===== config.mk =====
export PLATFORM = sky130hd
export DESIGN_NAME = clarke_park_transform
export DESIGN_NICKNAME = d
export VERILOG_FILES = /design/src/rtl/cpt_pkg.sv /design/src/rtl/cpt_beta_div.sv /design/src/rtl/clarke_park_transform.sv
export SDC_FILE = /design/constraint.sdc
export NUM_CORES = 2
export LEC_CHECK = 0
export ABC_AREA = 1
export BUFFER_PORTS_ARGS = -buffer_cell sky130_fd_sc_hd__buf_2
export CORE_MARGIN = 5
export CORE_UTILIZATION = 30
export CTS_BUF_LIST = sky130_fd_sc_hd__clkbuf_2 sky130_fd_sc_hd__clkbuf_4 sky130_fd_sc_hd__clkbuf_8
export CTS_CLUSTER_SIZE = 24
export DETAILED_ROUTE_END_ITERATION = 10
export PLACE_DENSITY_LB_ADDON = 0.2
export SYNTH_ARGS = -nofsm -noshare
export SYNTH_HDL_FRONTEND = slang
export SYNTH_HIERARCHICAL = 1
export SYNTH_SLANG_ARGS = --single-unit

===== constraint.sdc =====
create_clock -name clk -period 6.05 [get_ports clk]
set_input_delay 1.21 -clock clk [delete_from_list [all_inputs] [get_ports clk]]
set_output_delay 1.21 -clock clk [all_outputs]
set_load 0.01 [all_outputs]

===== src/rtl/cpt_pkg.sv =====
// constants, sine table and angle folding shared by the clarke/park datapath
// no dependencies
`default_nettype none

package cpt_pkg;

  localparam int CURRENT_WIDTH_DEF = 16;
  localparam int ANGLE_WIDTH = 9;
  localparam int UNIT_SHIFT = 10;
  localparam int SQRT3_Q10 = 1773;
  localparam int DIVISOR_W = 11;
  localparam int SINE_IDX_W = 7;
  localparam int SINE_MAG_W = 11;
  localparam int SINE_W = SINE_MAG_W + 1;

  typedef logic [ANGLE_WIDTH:0] deg_ext_t;

  localparam deg_ext_t QUARTER_TURN = deg_ext_t'(90);
  localparam deg_ext_t HALF_TURN = deg_ext_t'(180);
  localparam deg_ext_t THREE_QUARTER_TURN = deg_ext_t'(270);
  localparam deg_ext_t FULL_TURN = deg_ext_t'(360);

  typedef struct packed {
    logic                  neg;
    logic [SINE_IDX_W-1:0] idx;
  } fold_t;

  typedef logic signed [SINE_W-1:0] sine_t;

  localparam logic [SINE_MAG_W-1:0] QSINE [0:90] = '{
    11'd0,    11'd18,   11'd36,   11'd54,   11'd71,   11'd89,   11'd107,  11'd125,
    11'd143,  11'd160,  11'd178,  11'd195,  11'd213,  11'd230,  11'd248,  11'd265,
    11'd282,  11'd299,  11'd316,  11'd333,  11'd350,  11'd367,  11'd384,  11'd400,
    11'd416,  11'd433,  11'd449,  11'd465,  11'd481,  11'd496,  11'd512,  11'd527,
    11'd543,  11'd558,  11'd573,  11'd587,  11'd602,  11'd616,  11'd630,  11'd644,
    11'd658,  11'd672,  11'd685,  11'd698,  11'd711,  11'd724,  11'd737,  11'd749,
    11'd761,  11'd773,  11'd784,  11'd796,  11'd807,  11'd818,  11'd828,  11'd839,
    11'd849,  11'd859,  11'd868,  11'd878,  11'd887,  11'd896,  11'd904,  11'd912,
    11'd920,  11'd928,  11'd935,  11'd943,  11'd949,  11'd956,  11'd962,  11'd968,
    11'd974,  11'd979,  11'd984,  11'd989,  11'd994,  11'd998,  11'd1002, 11'd1005,
    11'd1008, 11'd1011, 11'd1014, 11'd1016, 11'd1018, 11'd1020, 11'd1022, 11'd1023,
    11'd1023, 11'd1024, 11'd1024
  };

  // one turn subtracted at most, then folded onto the quarter wave
  function automatic fold_t fold_angle(input deg_ext_t deg);
    deg_ext_t w;
    deg_ext_t i;
    fold_t    f;
    w = (deg >= FULL_TURN) ? deg - FULL_TURN : deg;
    if (w < QUARTER_TURN) begin
      i = w;
    end else if (w < HALF_TURN) begin
      i = HALF_TURN - w;
    end else if (w < THREE_QUARTER_TURN) begin
      i = w - HALF_TURN;
    end else begin
      i = FULL_TURN - w;
    end
    f.neg = (w >= HALF_TURN);
    f.idx = i[SINE_IDX_W-1:0];
    return f;
  endfunction

  function automatic sine_t sine_value(input fold_t f);
    sine_t m;
    m = sine_t'({1'b0, QSINE[f.idx]});
    return f.neg ? -m : m;
  endfunction

endpackage

`default_nettype wire


===== src/rtl/cpt_beta_div.sv =====
// pipelined (b - c) * 1024 / 1773 with truncation toward zero, four stages
// depends on cpt_pkg
`default_nettype none

module cpt_beta_div #(
  parameter int W = cpt_pkg::CURRENT_WIDTH_DEF
) (
  input  logic        clk,
  input  logic signed [W:0] diff,
  output logic signed [W:0] beta
);
  import cpt_pkg::*;

  localparam int S = W + 2;
  localparam int NW = W + 1 + UNIT_SHIFT;
  // reciprocal rounded down: estimate is the quotient or one below it
  localparam logic [W+1:0] RECIP =
    (W+2)'((64'd1 << (W + 2 + UNIT_SHIFT)) / 64'(SQRT3_Q10));
  localparam logic [DIVISOR_W-1:0] DIVISOR = DIVISOR_W'(SQRT3_Q10);

  logic [W:0]      mag1;
  logic            neg1;
  logic [2*W+2:0]  mulq;
  logic [W-1:0]    qe2;
  logic [W:0]      mag2;
  logic            neg2;
  logic [NW-1:0]   prod3;
  logic [NW-1:0]   num3;
  logic [W-1:0]    qe3;
  logic            neg3;
  logic [NW-1:0]   rem;
  logic [W-1:0]    qc;

  assign mulq = (2*W+3)'(mag1) * (2*W+3)'(RECIP);
  assign rem  = num3 - prod3;
  assign qc   = qe3 + W'(rem >= NW'(DIVISOR));

  always_ff @(posedge clk) begin
    neg1  <= diff[W];
    mag1  <= diff[W] ? -$unsigned(diff) : $unsigned(diff);
    qe2   <= mulq[S +: W];
    mag2  <= mag1;
    neg2  <= neg1;
    prod3 <= NW'(qe2) * NW'(DIVISOR);
    num3  <= {mag2, {UNIT_SHIFT{1'b0}}};
    qe3   <= qe2;
    neg3  <= neg2;
    beta  <= neg3 ? -$signed({1'b0, qc}) : $signed({1'b0, qc});
  end

endmodule

`default_nettype wire


===== src/rtl/clarke_park_transform.sv =====
// clarke and park transform: three phase currents and an angle in, alpha/beta/q/d out
// depends on cpt_pkg and cpt_beta_div
//
//  channel   signals                                   direction
//  request   start, busy, phase_a/b/c, angle_deg       in (busy out)
//  result    strobe, alpha_out, beta_out, q_out, d_out out
//
// one request per cycle; each result appears after its request has passed through
// the six-stage datapath (divide, table read, rotation multiply, sum)
// busy follows rst, so requests are taken every cycle outside reset
// reset clears only the valid bits; no state is kept between requests
`default_nettype none

module clarke_park_transform #(
  parameter int CURRENT_WIDTH = cpt_pkg::CURRENT_WIDTH_DEF
) (
  input  logic clk,
  input  logic rst,
  input  logic start,
  output logic busy,
  input  logic signed [CURRENT_WIDTH-1:0] phase_a,
  input  logic signed [CURRENT_WIDTH-1:0] phase_b,
  input  logic signed [CURRENT_WIDTH-1:0] phase_c,
  input  logic [cpt_pkg::ANGLE_WIDTH-1:0] angle_deg,
  output logic strobe,
  output logic signed [CURRENT_WIDTH-1:0] alpha_out,
  output logic signed [CURRENT_WIDTH:0]   beta_out,
  output logic signed [CURRENT_WIDTH+1:0] q_out,
  output logic signed [CURRENT_WIDTH+1:0] d_out
);
  import cpt_pkg::*;

  localparam int W = CURRENT_WIDTH;
  localparam int PW = W + SINE_W + 1;
  localparam int SW = PW + 1;
  localparam int STAGES = 6;

  logic              take;
  logic [STAGES-1:0] vld;
  logic signed [W:0] diff;
  logic signed [W:0] beta4;

  logic signed [W-1:0] a1, a2, a3, a4, alpha5;
  fold_t               sf1, cf1;
  sine_t               s2, c2, s3, c3, s4, c4;
  logic signed [PW-1:0] p_sa, p_ca, p_sb, p_cb;
  logic signed [W:0]    beta5;
  logic signed [SW-1:0] q_full, d_full;

  assign busy = rst;
  assign take = start && !busy;
  assign strobe = vld[STAGES-1];

  assign diff = $signed({phase_b[W-1], phase_b}) - $signed({phase_c[W-1], phase_c});

  cpt_beta_div #(.W(W)) u_div (
    .clk  (clk),
    .diff (diff),
    .beta (beta4)
  );

  always_ff @(posedge clk) begin
    if (rst) begin
      vld <= '0;
    end else begin
      vld <= {vld[STAGES-2:0], take};
    end
  end

  assign q_full = SW'(p_cb) - SW'(p_sa);
  assign d_full = SW'(p_ca) + SW'(p_sb);

  always_ff @(posedge clk) begin
    a1  <= phase_a;
    sf1 <= fold_angle(deg_ext_t'(angle_deg));
    cf1 <= fold_angle(deg_ext_t'(angle_deg) + QUARTER_TURN);
    a2  <= a1;
    s2  <= sine_value(sf1);
    c2  <= sine_value(cf1);
    a3  <= a2;
    s3  <= s2;
    c3  <= c2;
    a4  <= a3;
    s4  <= s3;
    c4  <= c3;
    p_sa   <= PW'(s4) * PW'(a4);
    p_ca   <= PW'(c4) * PW'(a4);
    p_sb   <= PW'(s4) * PW'(beta4);
    p_cb   <= PW'(c4) * PW'(beta4);
    alpha5 <= a4;
    beta5  <= beta4;
    // q and d: arithmetic shift right by the table scale, kept to the output width
    alpha_out <= alpha5;
    beta_out  <= beta5;
    q_out     <= q_full[UNIT_SHIFT +: W+2];
    d_out     <= d_full[UNIT_SHIFT +: W+2];
  end

endmodule

`default_nettype wire


Word-level counts from Yosys, hierarchy flattened

Memory sizes are Yosys's and may differ from the RTL's.
Cells that the tools add are included.
W data, S select, Z words.

Memories kept: 2
Memory bits (read-only): 2816
Input port bits: 60
Register bits: 502
Logic and storage cells: 98

Memory list:

| memory          | words | width | read ports | clocked after memory_dff | wr ports | line          | RTL |
|---|---|---|---|---|---|---|---|
| (no name shown) | 128   | 11    | 1          | 0                        | 0        | cpt_pkg.sv:67 | `m = sine_t'({1'b0, QSINE[f.idx]});` |
| (no name shown) | 128   | 11    | 1          | 0                        | 0        | cpt_pkg.sv:67 |  |

Bitwise operators: 2
Reductions and logical operators: 2
Add/sub/neg operators: 18
Order comparisons: 13
Muxes and demuxes: 16
$mul: 6

Operators with widths:

| cell                     | count |
|---|---|
| $mux W11                 | 6 |
| $mul A12 B16 Y28         | 2 |
| $mul A12 B17 Y28         | 2 |
| $mux W7                  | 6 |
| $mul A17 B18 Y34 const B | 1 |
| $mux W16                 | 2 |
| $add A28 B28 Y28         | 1 |
| $sub A28 B28 Y28         | 1 |
| $ge A27 B11 Y1 const B   | 1 |
| $mul A16 B11 Y27 const B | 1 |
| $sub A27 B27 Y27         | 1 |
| $neg A11 Y12             | 2 |
| $ge A10 B8 Y1 const B    | 2 |
| $lt A10 B7 Y1 const B    | 2 |
| $lt A10 B8 Y1 const B    | 2 |
| $lt A10 B9 Y1 const B    | 2 |
| $mux W10                 | 2 |
| $neg A16 Y17             | 1 |
| $neg A17 Y17             | 1 |
| $sub A16 B16 Y17         | 1 |
| $add A16 B1 Y16          | 1 |
| $ge A8 B8 Y1 const B     | 2 |
| $not A7 Y8               | 2 |
| $sub A6 B7 Y7 const A    | 2 |
| 9 further kinds          | 11 |

Longest topological paths before layout

Word-level depth: 7
Gate-level depth with buffers: 34
Gate-level depth less buffers: 34

Hierarchy

The synthesis kept the hierarchy.

By module, submodules not included:

| module                | instances | area each (µm²) | cells an instance |
|---|---|---|---|
| clarke_park_transform | 1         | 43260.2         | 5289 |
| cpt_beta_div          | 1         | 14333.7         | 1671 |

Worst setup path after synthesis

No wires, ideal clock.

Kind: register -> register
From: register u_div.beta[16]
To: register p_cb[26]
Setup slack: 821 ps
Stages on the path, launching flop included: 23
Buffers on the path: 2
Data arrival time: 5110 ps
Cell sequence: dfxtp_1 -> clkbuf_1 -> buf_1 -> nand2_1 -> fa_1 -> inv_1 -> ha_1 -> inv_1 -> fa_1 -> inv_1 -> fa_1 -> inv_1 -> fa_1 -> inv_1 -> ha_1 -> nand2_1 -> nor3_1 -> nand4_1 -> nand3_1 -> nand3_1 -> nand2_1 -> a31oi_1 -> xnor2_1

Cells in the longest elaborated chain, start to end: 1

Ends and longest elaborated chain:

| element                | line                        | RTL |
|---|---|---|
| start, declared        | cpt_beta_div.sv:10          | `output logic signed [W:0] beta` |
| start signal, assigned | cpt_beta_div.sv:48          | `beta <= neg3 ? -$signed({1'b0, qc}) : $signed({1'b0, qc});` |
| $mul A12 B17 Y28       | clarke_park_transform.sv:89 | `p_cb <= PW'(c4) * PW'(beta4);` |
| end signal, assigned   | clarke_park_transform.sv:89 |  |
| end, declared          | clarke_park_transform.sv:46 | `logic signed [PW-1:0] p_sa, p_ca, p_sb, p_cb;` |

No other way between the ends.
A chain may end at the register's enable or synchronous reset.

Final worst setup path

From: register c4[0]
To: register p_ca[25]

Cells in the longest elaborated chain, start to end: 1

Ends and longest elaborated chain:

| element                | line                        | RTL |
|---|---|---|
| start, declared        | clarke_park_transform.sv:45 | `sine_t s2, c2, s3, c3, s4, c4;` |
| start signal, assigned | clarke_park_transform.sv:85 | `c4 <= c3;` |
| $mul A12 B16 Y28       | clarke_park_transform.sv:87 | `p_ca <= PW'(c4) * PW'(a4);` |
| end signal, assigned   | clarke_park_transform.sv:87 |  |
| end, declared          | clarke_park_transform.sv:46 |  |

No other way between the ends.

==> Implementation_results.wiki <==
{| class="wikitable"
! Metric !! Value
|-
| Status || finished clean
|-
| Most Frequent Cell on Critical Path || inv_1
|-
| Vias in the first global route || 46300
|-
| CP required || roughly 6.8 ns
|-
| Dominant combinational cell family by area after synthesis || adder cells
|-
| Initial antenna violation count || 10
|-
| Critical hold path startpoint || alpha5[4]$_DFF_P_
|-
| Average wire per cell in the routed design || about 16 microns
|-
| Core footprint || 0.191 sq mm
|-
| Total number of vias || 43800
|-
| Via density || 4.51
|-
| Starting density of the core || ~30%
|-
| Depth of the worst register-to-register path || 20
|-
| Proportion of synthesized chip area in sequential cells || 17.3%
|-
| Bufs and invs on worst path || 6
|-
| Synthesized area || 0.0576 sq mm
|-
| Clock Sink Count || 499
|-
| HP Class || reg -> reg
|-
| CTS tree || yes
|-
| Critical path launch point type || flip-flop
|-
| Top Family by Delay on Critical Path || adder cells
|-
| Worst hold path endpoint || alpha_out[4]$_DFF_P_
|-
| Routability-driven placement congestion ratio || 0.830
|-
| Crit path capture type || flip-flop
|-
| Count of final hold-check violations || 0
|-
| Clock insertion delay at the later pin of the skew report || 0.87 ns
|-
| Die Outline Area || between 0.2 and 0.25 sq mm
|-
| Setup violation total in the final timing report || 0
|-
| Total congestion overflow after global routing || 0
|-
| Router iterations before antenna repair || 6
|-
| Worst reg2reg path endpoint || p_ca[25]$_DFF_P_
|-
| Fillers || 20200
|-
| Largest incremental delay on the critical path || roughly 0.65 ns
|-
| Final clock period utilization by the worst path || 95.3%
|-
| Share of cells above drive strength 1 || under 10%
|-
| Critical-path cell list || buf_4, nand2_1, inv_1, fa_1, ha_1, inv_1, fa_1, inv_1, fa_1, inv_1, fa_1, inv_1, ha_1, a21oi_1, o21ai_0, a21oi_1, o21bai_1, a21oi_1, o21ai_0, xor2_1
|-
| Start of the worst register-to-register path || c4[0]$_DFF_P_
|-
| Layout overhead on the synthesized area || 11.7%
|-
| Top cells by area, synth || fa_1 (31%), dfxtp_1 (17%), ha_1 (13%)
|-
| Worst R2R Setup Slack || 0.29 ns
|-
| Buffer levels on the longest clock path || 3
|-
| Top Ports || roughly 130
|-
| Net count after synthesis || 8504
|-
| Post-layout min period || 5.76 ns
|-
| Routed Wire Length || 158000 microns
|-
| Avg Synthesized Cell Area || 8.27 sq um
|-
| Clock tree root driver cell || clkbuf_8
|-
| Total track usage || 16.1%
|-
| Count of H-tree levels built during CTS || 3
|-
| Cells on Worst Hold Path || 0
|-
| Clock tree skew after final layout || 0.0868 ns
|-
| Crit path arrival time || between 6 and 7 ns
|-
| Maximum number of pins on one net before global-route repair || 35
|-
| X dimension of the die || 448 microns
|-
| Dpl hpwl || about 130000 microns
|-
| Synthesized-area fraction occupied by ao, oa, aoi and oai cells || 6.31%
|-
| Cell with the biggest individual delay on the critical path || dfxtp_1
|-
| Top achievable clock speed || 0.173 GHz
|-
| Critical setup path kind || reg -> reg
|-
| Final net count || 8659
|-
| Yosys top cell area share || 31.3%
|-
| Number of antenna-violating nets in the routed design || 0
|-
| Worst hold margin || 0.299 ns
|-
| Number of cell rows || 160
|-
| Worst-margin pin slew || 0.824 ns
|-
| Number of max-slew violations in the final report || 0
|-
| Largest fanout on the critical path || 12
|-
| Post-synthesis mux area share || 0%
|-
| Area fraction in and, or, nand and nor cells after synthesis || 15.5%
|-
| Clock-pin slew on the worst setup and hold paths || 0.06 ns
|-
| XOR/XNOR Fraction of Synth Area || approximately 4.1%
|-
| Synthesized flop and latch total || between 400 and 500
|-
| Max-cap violations || 0
|-
| First-pass GRT wire length || 255000 microns
|-
| Number of standard cells after synthesis || 6960
|-
| Count of cell types in the netlist || 59
|-
| Post-synth top area cell || fa_1
|-
| Adder-cell share of the synthesized area || 44.0%
|-
| Post-CTS Hold Fix Bufs || 0
|-
| Number of synthesis warnings || 6
|-
| DRC || 0
|-
| Height of the chip || about 450 microns
|-
| Port-buffer cells || 130
|-
| Inserted Clock Buffers || 98
|-
| Slew HR || 45.0%
|-
| Initial DRC count || 2362
|}
==> synthesized netlist by cell type, drive strengths merged <==
library cell / n
fa: 900
nand2: 1494
o21bai: 23
a21boi: 6
nand4: 53
a211oi: 7
nand3: 217
and2: 1
o21a: 9
a21oi: 286
buf: 21
o2111ai: 15
o22ai: 1
a22oi: 2
a21o: 22
nor4: 7
a211o: 1
a221oi: 2
o31ai: 9
o311ai: 2
or2: 13
o21ai: 184
and3: 1
ha: 584
nor3: 33
clkinv: 6
xnor2: 101
o41ai: 3
xor2: 169
a31oi: 24
nor3b: 1
inv: 1745
clkbuf: 165
a2111oi: 1
dfxtp: 499
nor2: 306
o221ai: 8
nand3b: 12
o211ai: 27
==> cells by family after synthesis <==
logic type      after synthesis
flops                       499
fa+ha+maj                  1484
simple gates               2138
buf+inv                    1937
compound gates              632
xor+xnor                    270
==> metal layers <==
metal	part of all wire [%]	GRT usage, %
met5	0	0
met4	1.7	3.20
met3	4.6	2.25
met2	47	27.0
met1	47	22.2
==> worst max path at each step <==
| stage | from | endpoint | slack, ns | cells past startpoint |
|---|---|---|---|---|
| detailed placement | a4[2]$_DFF_P_ | p_ca[17]$_DFF_P_ | 0.11 | 18 |
| global route | a4[9]$_DFF_P_ | p_ca[26]$_DFF_P_ | -0.008 | 20 |
| finish | c4[0]$_DFF_P_ | p_ca[25]$_DFF_P_ | 0.29 | 20 |
| global placement | a4[2]$_DFF_P_ | p_ca[17]$_DFF_P_ | 0.08 | 18 |
| CTS | a4[2]$_DFF_P_ | p_ca[17]$_DFF_P_ | 0.10 | 18 |
| floorplan | u_div/beta[16]$_SDFF_PN0_ | p_cb[26]$_DFF_P_ | 0.82 | 22 |
==> repair_timing <==
item | CTS | global route
gates resized for setup | 0 | 2
endpoints found under the setup margin | 0 | 9
buffers inserted | 0 | 0
hold endpoints to repair | 0 | 0
==> final cells by class <==
class                           instances  area [sq um]  share of cell area (%)
Antenna cell                            3          7.51                  0.0117
Clock buffer                          142          1820                    2.83
Clock inverter                         40           579                   0.901
Inverter                             1751          6570                    10.2
Multi-Input combinational cell       4524         40300                    62.6
Sequential cell                       499          9990                    15.5
Tap cell                             2511          3140                    4.88
Timing Repair Buffer                  241          1910                    2.97
==> flip-flops by register name (all words and copies together) (netlist names), 17 cells and up <==
register and cells:
beta5 17, beta_out 17, d_out 18, p_ca 28
p_cb 28, p_sa 28, p_sb 28, q_out 18
u_div/beta 17, u_div/mag1 17, u_div/mag2 17, u_div/num3 17
u_div/prod3 25
==> stage by stage <==
stage / instance area (sq um) / std cells / util [%] / setup TNS [ns] / setup slack [ns]
after global placement: 61900 / 9526 / 32.5 / 0 / 0.0758
after global routing: 64300 / 9711 / 33.7 / -0.00788 / -0.00788
final: 64300 / 9711 / 33.7 / 0 / 0.285
after floorplan: 57600 / 6960 / - / 0 / 0.821
after detailed placement: 61900 / 9526 / 32.5 / 0 / 0.107
after CTS: 64300 / 9708 / 33.7 / 0 / 0.105
==> layout by cell type (no fill, tap or decap), types with 15 or more instances in the layout <==
cell and count:
inv_1 1725, nand2_1 1453, fa_1 900, ha_1 584
dfxtp_1 497, nor2_1 293, a21oi_1 283, nand3_1 208
o21ai_0 168, xor2_1 166, buf_2 130, clkbuf_8 121
xnor2_1 101, buf_4 77, nand4_1 52, buf_12 34
nor3_1 32, o211ai_1 27, a31oi_1 24, nand2_2 24
o21bai_1 23, a21o_1 22, clkbuf_4 21, inv_2 20
nand2_4 15, o2111ai_1 15
Power is not shown: default switching activity piles up to over one toggle a cycle in this logic, so the estimate is an artifact.
